$ cat src/sv/ssa_pkg.sv
// Shared types, constants and helpers for the swap slot allocator.
`timescale 1ns / 1ps

package ssa_pkg;

    // Port field widths
    localparam int SLOT_W     = 10;
    localparam int SECTOR_W   = 13;
    localparam int COUNT_W    = 11;
    localparam int CMD_W      = 2;
    localparam int STATUS_W   = 2;

    // Free map word geometry (one word per memory row)
    localparam int WORD_W     = 32;
    localparam int WORD_IDX_W = 5;

    localparam logic [COUNT_W-1:0] SLOT_COUNT_RESET = 11'd1024;

    // Request opcodes
    localparam logic [CMD_W-1:0] CMD_ALLOC = 2'd0;
    localparam logic [CMD_W-1:0] CMD_READ  = 2'd1;
    localparam logic [CMD_W-1:0] CMD_FREE  = 2'd2;

    typedef enum logic [STATUS_W-1:0] {
        ST_OK   = 2'd0,
        ST_FULL = 2'd1,
        ST_BAD  = 2'd2
    } ssa_status_e;

    // Controller to datapath
    typedef struct packed {
        logic        in_ready;
        logic        latch_req;
        logic        clr_wr;
        logic        scan_init;
        logic        scan_next;
        logic        rd_slot;
        logic        take_found;
        logic        set_free;
        logic        load_base;
        logic        emit_xfer;
        logic        emit_single;
        logic        set_status;
        ssa_status_e status_val;
    } ssa_cmd_t;

    // Datapath to controller
    typedef struct packed {
        logic             clr_last;
        logic [CMD_W-1:0] req_cmd;
        logic             range_ok;
        logic             hit;
        logic             scan_last;
        logic             bit_free;
        logic             k_last;
        logic             out_free;
    } ssa_stat_t;

    typedef struct packed {
        logic                  hit;
        logic [WORD_IDX_W-1:0] idx;
    } ssa_ffs_t;

    // Lowest set bit of a free map word
    function automatic ssa_ffs_t ssa_ffs(input logic [WORD_W-1:0] w);
        ssa_ffs_t r;
        r.hit = 1'b0;
        r.idx = '0;
        for (int i = WORD_W - 1; i >= 0; i--) begin
            if (w[i]) begin
                r.hit = 1'b1;
                r.idx = WORD_IDX_W'(i);
            end
        end
        return r;
    endfunction

endpackage

$ cat src/sv/ssa_ctrl.sv
// Sequencing state machine of the swap slot allocator.
`timescale 1ns / 1ps

module ssa_ctrl
    import ssa_pkg::*;
(
    input  logic      aclk,
    input  logic      aresetn,
    input  logic      s_valid,
    input  ssa_stat_t stat,
    output ssa_cmd_t  cmd
);

    typedef enum logic [2:0] {
        S_CLEAR,
        S_IDLE,
        S_DECODE,
        S_SCAN,
        S_SLOT_CHK,
        S_BASE,
        S_EMIT,
        S_ONE
    } state_t;

    state_t state_reg;
    state_t state_next;

    always_ff @(posedge aclk) begin
        if (!aresetn) begin
            state_reg <= S_CLEAR;
        end else begin
            state_reg <= state_next;
        end
    end

    always_comb begin
        cmd        = '0;
        state_next = state_reg;
        unique case (state_reg)
            S_CLEAR: begin
                cmd.clr_wr = 1'b1;
                if (stat.clr_last) begin
                    state_next = S_IDLE;
                end
            end
            S_IDLE: begin
                cmd.in_ready = 1'b1;
                if (s_valid) begin
                    cmd.latch_req = 1'b1;
                    state_next    = S_DECODE;
                end
            end
            S_DECODE: begin
                unique case (stat.req_cmd) inside
                    CMD_ALLOC: begin
                        cmd.scan_init = 1'b1;
                        state_next    = S_SCAN;
                    end
                    CMD_READ, CMD_FREE: begin
                        if (stat.range_ok) begin
                            cmd.rd_slot = 1'b1;
                            state_next  = S_SLOT_CHK;
                        end else begin
                            cmd.set_status = 1'b1;
                            cmd.status_val = ST_BAD;
                            state_next     = S_ONE;
                        end
                    end
                    default: begin
                        state_next = S_IDLE;
                    end
                endcase
            end
            S_SCAN: begin
                if (stat.hit) begin
                    cmd.take_found = 1'b1;
                    state_next     = S_BASE;
                end else if (stat.scan_last) begin
                    cmd.set_status = 1'b1;
                    cmd.status_val = ST_FULL;
                    state_next     = S_ONE;
                end else begin
                    cmd.scan_next = 1'b1;
                end
            end
            S_SLOT_CHK: begin
                if (stat.bit_free) begin
                    cmd.set_status = 1'b1;
                    cmd.status_val = ST_BAD;
                    state_next     = S_ONE;
                end else begin
                    cmd.set_free = 1'b1;
                    if (stat.req_cmd == CMD_READ) begin
                        state_next = S_BASE;
                    end else begin
                        cmd.set_status = 1'b1;
                        cmd.status_val = ST_OK;
                        state_next     = S_ONE;
                    end
                end
            end
            S_BASE: begin
                cmd.load_base = 1'b1;
                state_next    = S_EMIT;
            end
            S_EMIT: begin
                if (stat.out_free) begin
                    cmd.emit_xfer = 1'b1;
                    if (stat.k_last) begin
                        state_next = S_IDLE;
                    end
                end
            end
            S_ONE: begin
                if (stat.out_free) begin
                    cmd.emit_single = 1'b1;
                    state_next      = S_IDLE;
                end
            end
        endcase
    end

endmodule

$ cat src/sv/ssa_dp.sv
// Datapath of the swap slot allocator: free map memory, scan, sector counter, output register.
`timescale 1ns / 1ps

module ssa_dp
    import ssa_pkg::*;
#(
    parameter int MAX_SLOTS    = 1024,
    parameter int PAGE_SECTORS = 8
) (
    input  logic                aclk,
    input  logic                aresetn,
    input  ssa_cmd_t            cmd,
    output ssa_stat_t           stat,
    input  logic [CMD_W-1:0]    s_command,
    input  logic [SLOT_W-1:0]   s_slot,
    input  logic                cfg_wr_en,
    input  logic [COUNT_W-1:0]  cfg_wr_data,
    output logic                m_valid,
    input  logic                m_ready,
    output logic [SLOT_W-1:0]   m_slot_index,
    output logic [SECTOR_W-1:0] m_sector,
    output logic                m_is_write,
    output logic                m_last,
    output logic [STATUS_W-1:0] m_status
);

    localparam int ROWS  = (MAX_SLOTS + WORD_W - 1) / WORD_W;
    localparam int ROW_W = (ROWS > 1) ? $clog2(ROWS) : 1;
    localparam int SL_W  = ROW_W + WORD_IDX_W;
    localparam int SR_W  = (SL_W > SLOT_W) ? SL_W : SLOT_W;
    localparam int CNT_W = $clog2(MAX_SLOTS + 1);
    localparam int CW    = ((CNT_W > SR_W) ? CNT_W : SR_W) + 6;
    localparam int K_W   = (PAGE_SECTORS > 1) ? $clog2(PAGE_SECTORS) : 1;
    localparam int PW    = SR_W + 7;

    // Free map: one bit per slot, 1 = free
    logic [WORD_W-1:0] mem [ROWS];
    logic [WORD_W-1:0] rdata_reg;

    logic                mem_we;
    logic                mem_re;
    logic [ROW_W-1:0]    mem_waddr;
    logic [ROW_W-1:0]    mem_raddr;
    logic [WORD_W-1:0]   mem_wdata;

    logic [ROW_W-1:0]    clr_row_reg;
    logic [ROW_W-1:0]    scan_row_reg;
    logic [ROW_W-1:0]    scan_row_next;
    logic [COUNT_W-1:0]  slot_count_reg;
    logic [CMD_W-1:0]    cmd_reg;
    logic [SR_W-1:0]     slot_reg;
    ssa_status_e         status_reg;
    logic [SECTOR_W-1:0] sec_reg;
    logic [K_W-1:0]      k_reg;

    logic                m_valid_reg;
    logic [SLOT_W-1:0]   m_slot_index_reg;
    logic [SECTOR_W-1:0] m_sector_reg;
    logic                m_is_write_reg;
    logic                m_last_reg;
    logic [STATUS_W-1:0] m_status_reg;

    logic [CW-1:0]       n_cw;
    logic [CW-1:0]       row_base;
    logic [CW-1:0]       diff;
    logic [WORD_W:0]     sh;
    logic [WORD_W-1:0]   row_mask;
    ssa_ffs_t            ffs;
    logic                scan_last;
    logic [SL_W-1:0]     found_slot;
    logic [ROW_W-1:0]    slot_row;
    logic [WORD_IDX_W-1:0] slot_bit;
    logic [PW-1:0]       prod;
    logic                k_last;
    logic                out_free;
    logic                is_alloc;

    // Effective slot count
    assign n_cw = (CW'(slot_count_reg) < CW'(MAX_SLOTS)) ? CW'(slot_count_reg) : CW'(MAX_SLOTS);

    // Valid-bit mask of the row under scan
    always_comb begin
        row_base = CW'({scan_row_reg, WORD_IDX_W'(0)});
        diff     = '0;
        sh       = '0;
        row_mask = '0;
        if (n_cw > row_base) begin
            diff = n_cw - row_base;
            if (diff >= CW'(WORD_W)) begin
                row_mask = '1;
            end else begin
                sh       = (WORD_W + 1)'(1) << diff[WORD_IDX_W-1:0];
                row_mask = WORD_W'(sh - (WORD_W + 1)'(1));
            end
        end
    end

    assign scan_last  = (row_base + CW'(WORD_W)) >= n_cw;
    assign ffs        = ssa_ffs(rdata_reg & row_mask);
    assign found_slot = {scan_row_reg, ffs.idx};
    assign slot_row   = slot_reg[SL_W-1:WORD_IDX_W];
    assign slot_bit   = slot_reg[WORD_IDX_W-1:0];
    assign prod       = PW'(slot_reg) * PW'(PAGE_SECTORS);
    assign k_last     = (k_reg == K_W'(PAGE_SECTORS - 1));
    assign out_free   = !m_valid_reg || m_ready;
    assign is_alloc   = (cmd_reg == CMD_ALLOC);

    always_comb begin
        scan_row_next = scan_row_reg;
        if (cmd.scan_init) begin
            scan_row_next = '0;
        end else if (cmd.scan_next) begin
            scan_row_next = scan_row_reg + ROW_W'(1);
        end
    end

    // Memory port selection
    always_comb begin
        mem_we    = 1'b0;
        mem_waddr = clr_row_reg;
        mem_wdata = '1;
        if (cmd.clr_wr) begin
            mem_we = 1'b1;
        end else if (cmd.take_found) begin
            mem_we    = 1'b1;
            mem_waddr = scan_row_reg;
            mem_wdata = rdata_reg & ~(WORD_W'(1) << ffs.idx);
        end else if (cmd.set_free) begin
            mem_we    = 1'b1;
            mem_waddr = slot_row;
            mem_wdata = rdata_reg | (WORD_W'(1) << slot_bit);
        end
        mem_re    = cmd.scan_init || cmd.scan_next || cmd.rd_slot;
        mem_raddr = cmd.rd_slot ? slot_row : scan_row_next;
    end

    always_ff @(posedge aclk) begin
        if (mem_we) begin
            mem[mem_waddr] <= mem_wdata;
        end
        if (mem_re) begin
            rdata_reg <= mem[mem_raddr];
        end
    end

    // Control registers
    always_ff @(posedge aclk) begin
        if (!aresetn) begin
            clr_row_reg    <= '0;
            slot_count_reg <= SLOT_COUNT_RESET;
            m_valid_reg    <= 1'b0;
        end else begin
            if (cmd.clr_wr) begin
                clr_row_reg <= clr_row_reg + ROW_W'(1);
            end
            if (cfg_wr_en) begin
                slot_count_reg <= cfg_wr_data;
            end
            if (cmd.emit_xfer || cmd.emit_single) begin
                m_valid_reg <= 1'b1;
            end else if (m_ready) begin
                m_valid_reg <= 1'b0;
            end
        end
    end

    // Payload registers
    always_ff @(posedge aclk) begin
        scan_row_reg <= scan_row_next;
        if (cmd.latch_req) begin
            cmd_reg  <= s_command;
            slot_reg <= SR_W'(s_slot);
        end else if (cmd.take_found) begin
            slot_reg <= SR_W'(found_slot);
        end
        if (cmd.set_status) begin
            status_reg <= cmd.status_val;
        end
        if (cmd.load_base) begin
            sec_reg <= SECTOR_W'(prod);
            k_reg   <= '0;
        end else if (cmd.emit_xfer) begin
            sec_reg <= sec_reg + SECTOR_W'(1);
            k_reg   <= k_reg + K_W'(1);
        end
        if (cmd.emit_xfer) begin
            m_slot_index_reg <= SLOT_W'(slot_reg);
            m_sector_reg     <= sec_reg;
            m_is_write_reg   <= is_alloc;
            m_last_reg       <= k_last;
            m_status_reg     <= ST_OK;
        end else if (cmd.emit_single) begin
            m_slot_index_reg <= (status_reg == ST_FULL) ? '0 : SLOT_W'(slot_reg);
            m_sector_reg     <= '0;
            m_is_write_reg   <= 1'b0;
            m_last_reg       <= 1'b1;
            m_status_reg     <= status_reg;
        end
    end

    always_comb begin
        stat.clr_last  = (clr_row_reg == ROW_W'(ROWS - 1));
        stat.req_cmd   = cmd_reg;
        stat.range_ok  = CW'(slot_reg) < n_cw;
        stat.hit       = ffs.hit;
        stat.scan_last = scan_last;
        stat.bit_free  = rdata_reg[slot_bit];
        stat.k_last    = k_last;
        stat.out_free  = out_free;
    end

    assign m_valid      = m_valid_reg;
    assign m_slot_index = m_slot_index_reg;
    assign m_sector     = m_sector_reg;
    assign m_is_write   = m_is_write_reg;
    assign m_last       = m_last_reg;
    assign m_status     = m_status_reg;

    a_one_writer: assert property (@(posedge aclk) disable iff (!aresetn)
        $onehot0({cmd.clr_wr, cmd.take_found, cmd.set_free}))
        else $error("free map written from two sources");

    a_no_overwrite: assert property (@(posedge aclk) disable iff (!aresetn)
        (cmd.emit_xfer || cmd.emit_single) |-> (!m_valid_reg || m_ready))
        else $error("result loaded over one still held");

    a_take_hit: assert property (@(posedge aclk) disable iff (!aresetn)
        cmd.take_found |-> ffs.hit)
        else $error("slot taken without a free bit in the row");

    a_scan_bound: assert property (@(posedge aclk) disable iff (!aresetn)
        cmd.scan_next |-> !scan_last)
        else $error("scan advanced past the last row");

endmodule

$ cat src/sv/swap_slot_allocator.sv
// Top level of the swap slot allocator: first-fit free map with sector address generation.
// Allocation scans the rows from the lowest, 32 slots per row at 1 row/cycle, and takes the lowest free slot.
// One request in flight; results leave one per cycle while m_ready is high, through a single output register.
// Reset: synchronous; afterward the free map is set to all free by a pass of one row per cycle,
// during which s_ready stays low.
`timescale 1ns / 1ps

module swap_slot_allocator
    import ssa_pkg::*;
#(
    parameter int MAX_SLOTS    = 1024,
    parameter int PAGE_SECTORS = 8
) (
    input  logic                aclk,
    input  logic                aresetn,

    // Request channel
    input  logic                s_valid,
    output logic                s_ready,
    input  logic [CMD_W-1:0]    s_command,
    input  logic [SLOT_W-1:0]   s_slot,

    // Result channel
    output logic                m_valid,
    input  logic                m_ready,
    output logic [SLOT_W-1:0]   m_slot_index,
    output logic [SECTOR_W-1:0] m_sector,
    output logic                m_is_write,
    output logic                m_last,
    output logic [STATUS_W-1:0] m_status,

    // Slot count register
    input  logic                cfg_wr_en,
    input  logic [COUNT_W-1:0]  cfg_wr_data
);

    // Command and status bundles between the sequencer and the datapath
    ssa_cmd_t  cmd;
    ssa_stat_t stat;

    // Sequencer: clears the map after reset, then walks each request through decode and,
    // as its command needs, row scan or slot check, base address computation and emission.
    ssa_ctrl u_ctrl (
        .aclk    (aclk),
        .aresetn (aresetn),
        .s_valid (s_valid),
        .stat    (stat),
        .cmd     (cmd)
    );

    // Datapath: free map memory (one 32-bit word per row, registered read),
    // lowest-free-bit search on the row just read, sector counter and the
    // output register that lets the next request in while a result waits.
    ssa_dp #(
        .MAX_SLOTS    (MAX_SLOTS),
        .PAGE_SECTORS (PAGE_SECTORS)
    ) u_dp (
        .aclk         (aclk),
        .aresetn      (aresetn),
        .cmd          (cmd),
        .stat         (stat),
        .s_command    (s_command),
        .s_slot       (s_slot),
        .cfg_wr_en    (cfg_wr_en),
        .cfg_wr_data  (cfg_wr_data),
        .m_valid      (m_valid),
        .m_ready      (m_ready),
        .m_slot_index (m_slot_index),
        .m_sector     (m_sector),
        .m_is_write   (m_is_write),
        .m_last       (m_last),
        .m_status     (m_status)
    );

    // Take a request only when the sequencer sits idle
    assign s_ready = cmd.in_ready;

endmodule
$ cat config.mk
export PLATFORM = sky130hd
export DESIGN_NAME = swap_slot_allocator
export DESIGN_NICKNAME = d
export VERILOG_FILES = /design/src/sv/ssa_pkg.sv /design/src/sv/ssa_ctrl.sv /design/src/sv/ssa_dp.sv /design/src/sv/swap_slot_allocator.sv
export SDC_FILE = /design/constraint.sdc
export NUM_CORES = 1
export LEC_CHECK = 0
export BUFFER_PORTS_ARGS = -buffer_cell sky130_fd_sc_hd__buf_4
export CORE_MARGIN = 2
export CORE_UTILIZATION = 45
export CTS_BUF_LIST = sky130_fd_sc_hd__clkbuf_4 sky130_fd_sc_hd__clkbuf_8
export DETAILED_ROUTE_END_ITERATION = 10
export PLACE_DENSITY = 0.72
export SLEW_MARGIN = 40
export SYNTH_ARGS = -nofsm -noshare
export SYNTH_HDL_FRONTEND = slang
export SYNTH_HIERARCHICAL = 1
export SYNTH_SLANG_ARGS = --single-unit
export TNS_END_PERCENT = 50
$ cat constraint.sdc
create_clock -name aclk -period 12.2 [get_ports aclk]
set_input_delay 1.83 -clock aclk [delete_from_list [all_inputs] [get_ports aclk]]
set_output_delay 1.83 -clock aclk [all_outputs]
set_load 0.05 [all_outputs]
==> flow_metrics.env, run 1 <==
export IMPL_postRouteAntennaNets=0
export IMPL_hpwl_mm=65.61
export IMPL_slew_viol_final=0
export IMPL_status="completed"
export IMPL_post_cts_buffers=0
export IMPL_max_freq_ghz=0.1174
export IMPL_ys_ff_latch=1138
export IMPL_synth_edff_count=1105
export IMPL_slew_headroom_pct=42.14
export IMPL_critPathKind="flop to flop"
export IMPL_whs_ps=500.9
export IMPL_nNetsFinal=3069
export IMPL_crit_path_frequent_cell="nand2_1"
export IMPL_synth_top_cell_by_area="edfxtp_1"
export IMPL_drc=0
export IMPL_cts_sinks=1138
export IMPL_synth_cell_types=98
export IMPL_finalCritPeriodShare_pct=69.82
export IMPL_cts_buffers=171
export IMPL_grt_max_degree=134
export IMPL_power_leakage_nw=18.37
export IMPL_insertion_delay_ps=860
export IMPL_drive_gt1_share_pct=25.88
export IMPL_die_area_um2=108600
export IMPL_end_kind="flop"
export IMPL_grt_pass1_wl_mm=177.2
export IMPL_die_h_um=329.6
export IMPL_dpl_cell_area_um2=50470
export IMPL_ctsHoldBuffers=0
export IMPL_viasPerCell=5.987
export IMPL_rsz0062_at_grt="no"
export IMPL_drtPass1Iterations=6
export IMPL_fin_skew_ps=63.09
export IMPL_min_period_ps=8518
export IMPL_cts_resized=0
export IMPL_cts_tree="built"
export IMPL_synth_top_area_share_pct=69.56
export IMPL_antenna_found_initial=2
export IMPL_cap_violations=0
export IMPL_synthFlopType="edfxtp_1"
export IMPL_synth_most_common_cell="edfxtp_1"
export IMPL_fillCellCount=8267
export IMPL_startpoint_type="flop"
export IMPL_gp_congestion=0.9287
export IMPL_num_vias=27170
export IMPL_drt_iter0_drc=3624
export IMPL_power_mw=7.457
export IMPL_grt_total_usage_pct=22.50
export IMPL_critPathMaxFanout=124
export IMPL_netlist_top_cells_count="edfxtp_1, nand2_1, mux4_2"
export IMPL_tns_ps=0
export IMPL_clock_root_buffer="clkbuf_8"
export IMPL_cp_slowest_cell="dfxtp_1"
export IMPL_start_util_pct=45.32
export IMPL_place_ws_ps=3958
export IMPL_ys_seq_area_share_pct=70.94
export IMPL_syn_mean_instance_area_um2=16.64
export IMPL_worst_slack_ps=3682
export IMPL_grt_pass1_vias=26620
export IMPL_area_growth_pct=13.06
export IMPL_final_area_um2=53930
export IMPL_coreArea_um2=105300
export IMPL_syn_nets=2925
export IMPL_critPathTopFamily="buffers and inverters"
export IMPL_h_tree_depth=4
export IMPL_synth_area_leaders="edfxtp_1, mux4_2, nand2_1"
export IMPL_cp_data_arrival_time_ps=9070
export IMPL_irDropWorstVdd_uv=93.23
export IMPL_worst_path_buf_inv=6
export IMPL_io_buffers=56
export IMPL_largest_reg_flops=1024
export IMPL_worst_pin_slew_ps=865.8
export IMPL_synthesis_area_um2=47700
export IMPL_io_pins=57
export IMPL_hold_viol_final=0
export IMPL_fp_row_count=119
export IMPL_drt_wl_total_mm=121.3
export IMPL_synthArstFlopShare_pct=0
export IMPL_synth_warning_count=6
export IMPL_gr_total_overflow=0
export IMPL_die_w_um=329.6
export IMPL_cts_path_max_buffers=3
export IMPL_power_density_nw_per_um2=138.3
export IMPL_setup_viol=0
export IMPL_wire_per_inst_um=26.72
export IMPL_critPathMaxStageDelay_ps=820
export IMPL_min_path_type="flop to flop"
export IMPL_clk_pin_slew_ps=60
export IMPL_cp_required_ps=12750
export IMPL_syn_inst=2866
[worst reg2reg max path, stage by stage, from the launching register on]
cell       delay, ps
dfxtp_1          820
inv_1            400
nand2_1          230
ha_1             190
inv_1             60
fa_1             400
xor2_1           190
a2111oi_4        290
o211ai_2         130
buf_4            270
a211oi_1         450
nand4_1          250
o31ai_2          470
nand2b_2         200
nand2b_1         290
nor3_1           620
xnor2_1          250
o31ai_4          270
buf_12           290
buf_16           490
buf_12           590
mux4_2           600
nand2_1           90
nand3_1          100
nand2_1          160
o21ai_0           90
[cell type report]
type                            count  area [um^2]  share of cell area (%)
Timing Repair Buffer              142         1242                   2.304
Sequential cell                  1138        33840                   62.75
Inverter                           31        116.4                  0.2158
Clock buffer                      244         2933                   5.438
Antenna cell                        2        5.005                0.009280
Tap cell                         1391         1740                   3.227
Multi-Input combinational cell   1526        13590                   25.20
Clock inverter                     64        464.2                  0.8607
[routing by layer]
| layer | wire length [um] | track usage [%] | up-vias |
|---|---|---|---|
| met4 | 4125 | 8.498 | 0 |
| met5 | 0 | 0 | - |
| li1 | - | - | 11630 |
| met3 | 12190 | 4.378 | 242 |
| met1 | 45960 | 30.37 | 13810 |
| met2 | 58970 | 36.45 | 1491 |
[power by group]
group,switching [mW],total [mW],internal (mW)
Clock,1.43,3.09,1.66
Combinational,0.0888,0.123,0.0338
Sequential,0.00693,4.25,4.24
[per-stage QoR]
step	cells	utilization [%]
finish	4538	51.23
CTS	4533	51.18
detailed placement	4225	47.95
global placement	4219	47.76
floorplan	2866	-
global route	4538	51.23
[final timing paths]
check / startpoint / to / slack (ps) / cells past startpoint
worst max-delay path: u_dp/slot_count_reg[10] / u_dp/rdata_reg[17] / 3680 / 25
worst min register to register: u_dp/k_reg[1] / u_dp/k_reg[1] / 500 / 2
worst min-delay path: u_dp/k_reg[1] / u_dp/k_reg[1] / 500 / 2
worst max register to register: u_dp/slot_count_reg[10] / u_dp/rdata_reg[17] / 3680 / 25
[kinds of logic (layout without fill, tap and decap cells)]
family	after synthesis	after routing	share of synthesized area [%]
flops	1138	1138	70.94
simple gates	890	890	8.742
compound gates	290	290	4.247
mux	287	287	13.00
buf+inv	202	481	1.723
fa+ha+maj	31	31	0.8288
xor+xnor	28	28	0.5141
other cells	0	2	0
[placed cells by master, fill, tap and decap left out, drive strengths merged, types with 11 or more instances in the layout]
cell type,n
a21o,17
a21oi,69
a31oi,21
a41oi,11
and2,20
buf,142
clkbuf,244
clkinv,47
dfxtp,33
edfxtp,1105
ha,30
inv,37
mux2i,20
mux4,266
nand2,395
nand2b,22
nand3,188
nand4,12
nor2,103
nor2b,36
nor3,42
o21ai,71
o31ai,15
or3,12
xnor2,18
No activity file was read; power rests on OpenSTA's default activity.
==> run 2, diff against run 1 <==
Clock period 12.2 ns to 8.8 ns, I/O delays scaled along.
==> flow_metrics.env, run 2 (synthesis results as in run 1) <==
export IMPL_stdcell_count=4572
export IMPL_grt_pass1_wl_mm=180.5
export IMPL_fin_skew_ps=51.94
export IMPL_rsz0062_at_grt="no"
export IMPL_irDropWorstVdd_uv=146.6
export IMPL_cts_resized=0
export IMPL_viasPerCell=6.066
export IMPL_slew_viol_final=0
export IMPL_drc=0
export IMPL_wire_per_inst_um=26.81
export IMPL_hpwl_mm=71.11
export IMPL_reg2reg_depth=20
export IMPL_num_vias=27740
export IMPL_io_pins=57
export IMPL_slew_headroom_pct=42.04
export IMPL_cap_violations=0
export IMPL_whs_endpoint="u_dp/k_reg[1]"
export IMPL_grt_total_usage_pct=22.81
export IMPL_nNetsFinal=3106
export IMPL_final_util_pct=51.70
export IMPL_tns_ps=0
export IMPL_cts_buffers=172
export IMPL_min_path_cells=2
export IMPL_cts_sinks=1138
export IMPL_start_util_pct=45.32
export IMPL_drtPass1Iterations=6
export IMPL_gr_total_overflow=0
export IMPL_power_density_nw_per_um2=188.2
export IMPL_io_buffers=56
export IMPL_drt_wl_total_mm=122.6
export IMPL_hold_viol_final=0
export IMPL_clock_root_buffer="clkbuf_8"
export IMPL_worstReg2RegStart="u_dp/slot_count_reg[10]"
export IMPL_power_leakage_nw=18.54
export IMPL_die_w_um=329.6
export IMPL_cp_required_ps=9300
export IMPL_grt_max_degree=81
export IMPL_largest_reg_flops=1024
export IMPL_finalCritPeriodShare_pct=83.94
export IMPL_area_growth_pct=14.08
export IMPL_post_cts_buffers=0
export IMPL_fillCellCount=8308
export IMPL_ctsHoldBuffers=0
export IMPL_insertion_delay_ps=860
export IMPL_cts_path_max_buffers=3
export IMPL_layout_common_cells="edfxtp_1, nand2_1, mux4_2"
export IMPL_die_h_um=329.6
export IMPL_cts_tree="built"
export IMPL_worst_pin_slew_ps=866.1
export IMPL_drt_iter0_drc=3647
export IMPL_r2r_setup_slack_ps=1410
export IMPL_critPathMaxFanout=40
export IMPL_end_kind="flop"
export IMPL_grt_pass1_vias=27170
export IMPL_reg2reg_to="u_dp/mem[2][22]"
export IMPL_final_common_cell="edfxtp_1"
export IMPL_drive_gt1_share_pct=26.16
export IMPL_critPathKind="flop to flop"
export IMPL_hp_start="u_dp/k_reg[1]"
export IMPL_gp_congestion=0.9403
export IMPL_max_freq_ghz=0.1354
export IMPL_coreArea_um2=105300
export IMPL_antenna_found_initial=2
export IMPL_postRouteAntennaNets=0
export IMPL_die_area_um2=108600
export IMPL_h_tree_depth=4
export IMPL_setup_viol=0
export IMPL_startpoint_type="flop"
export IMPL_cp_data_arrival_time_ps=7890
export IMPL_place_inst=4263
export IMPL_status="completed"
export IMPL_min_period_ps=7387
export IMPL_fp_row_count=119
export IMPL_clk_pin_slew_ps=70
export IMPL_min_path_type="flop to flop"
-- run 2: changes by cell type in the layout (fill, tap and decap cells not counted), moves of 3 or more --
cell	change
buf_12	+30
buf_16	-3
buf_4	+9
clkbuf_4	-15
clkbuf_8	-4
clkinv_1	+17
clkinv_2	-3
clkinv_8	+3
inv_6	+3
inv_8	-4
-- run 2: stage by stage --
step	hold WS [ps]	power, mW	cell area (um^2)	setup slack (ps)
2_1_floorplan	464.7	6.089	47700	1673
3_3_place_gp	476.4	6.172	50950	1490
3_5_place_dp	493.9	6.174	51100	1571
4_1_cts	512.9	10.31	54390	1523
5_1_grt	542.8	10.54	54420	891.1
6_report	509.8	10.24	54420	1413
-- run 2: worst max path at each step --
| stage | startpoint | end | cells after the start |
|---|---|---|---|
| after floorplan | u_dp/slot_count_reg[10] | u_dp/mem[28][0] | 26 |
| after global placement | u_dp/slot_count_reg[10] | u_dp/rdata_reg[27] | 23 |
| after detailed placement | u_dp/slot_count_reg[4] | u_dp/rdata_reg[19] | 21 |
| after CTS | u_dp/slot_count_reg[4] | u_dp/rdata_reg[19] | 21 |
| after global routing | u_dp/slot_count_reg[10] | u_dp/rdata_reg[29] | 23 |
| final | u_dp/slot_count_reg[10] | u_dp/mem[2][22] | 20 |
-- run 2: critical path, stage by stage (launching register included) --
cell      delay [ps]
dfxtp_1          330
inv_1            110
buf_4            190
nand2_1          150
inv_1             70
ha_1             340
and3b_1          260
o211ai_4         610
buf_4            270
o21ai_0          190
a41oi_1          370
or2_1            230
nand2b_2         220
nand2b_1         270
and3_1           350
buf_4            420
o21bai_1         260
a21oi_1          660
nand3_1          510
nor2_4           700
buf_4            450
-- run 2: per-layer routing --
metal	global-route usage, %	up-vias	wire [um]
met1	31.56	14010	47060
met2	35.75	1727	57440
met5	0	-	13
met4	8.271	2	3990
li1	-	11720	-
met3	5.113	274	14090
-- run 2: layout make-up --
cell class,instances,area (um^2),share of cell area [%]
antenna,1,2.502,0.004598
clock buffer,225,2765,5.081
clock inverter,82,530.5,0.9749
inverter,31,116.4,0.2138
multi-input combinational,1526,13590,24.98
sequential,1138,33840,62.19
tap,1391,1740,3.198
timing repair buffer,178,1828,3.359
-- run 2: power by group --
group          internal (mW)  switching, mW  total (mW)
clock network           2.15           2.02        4.18
logic                 0.0472          0.130       0.177
registers               5.88        0.00610        5.89
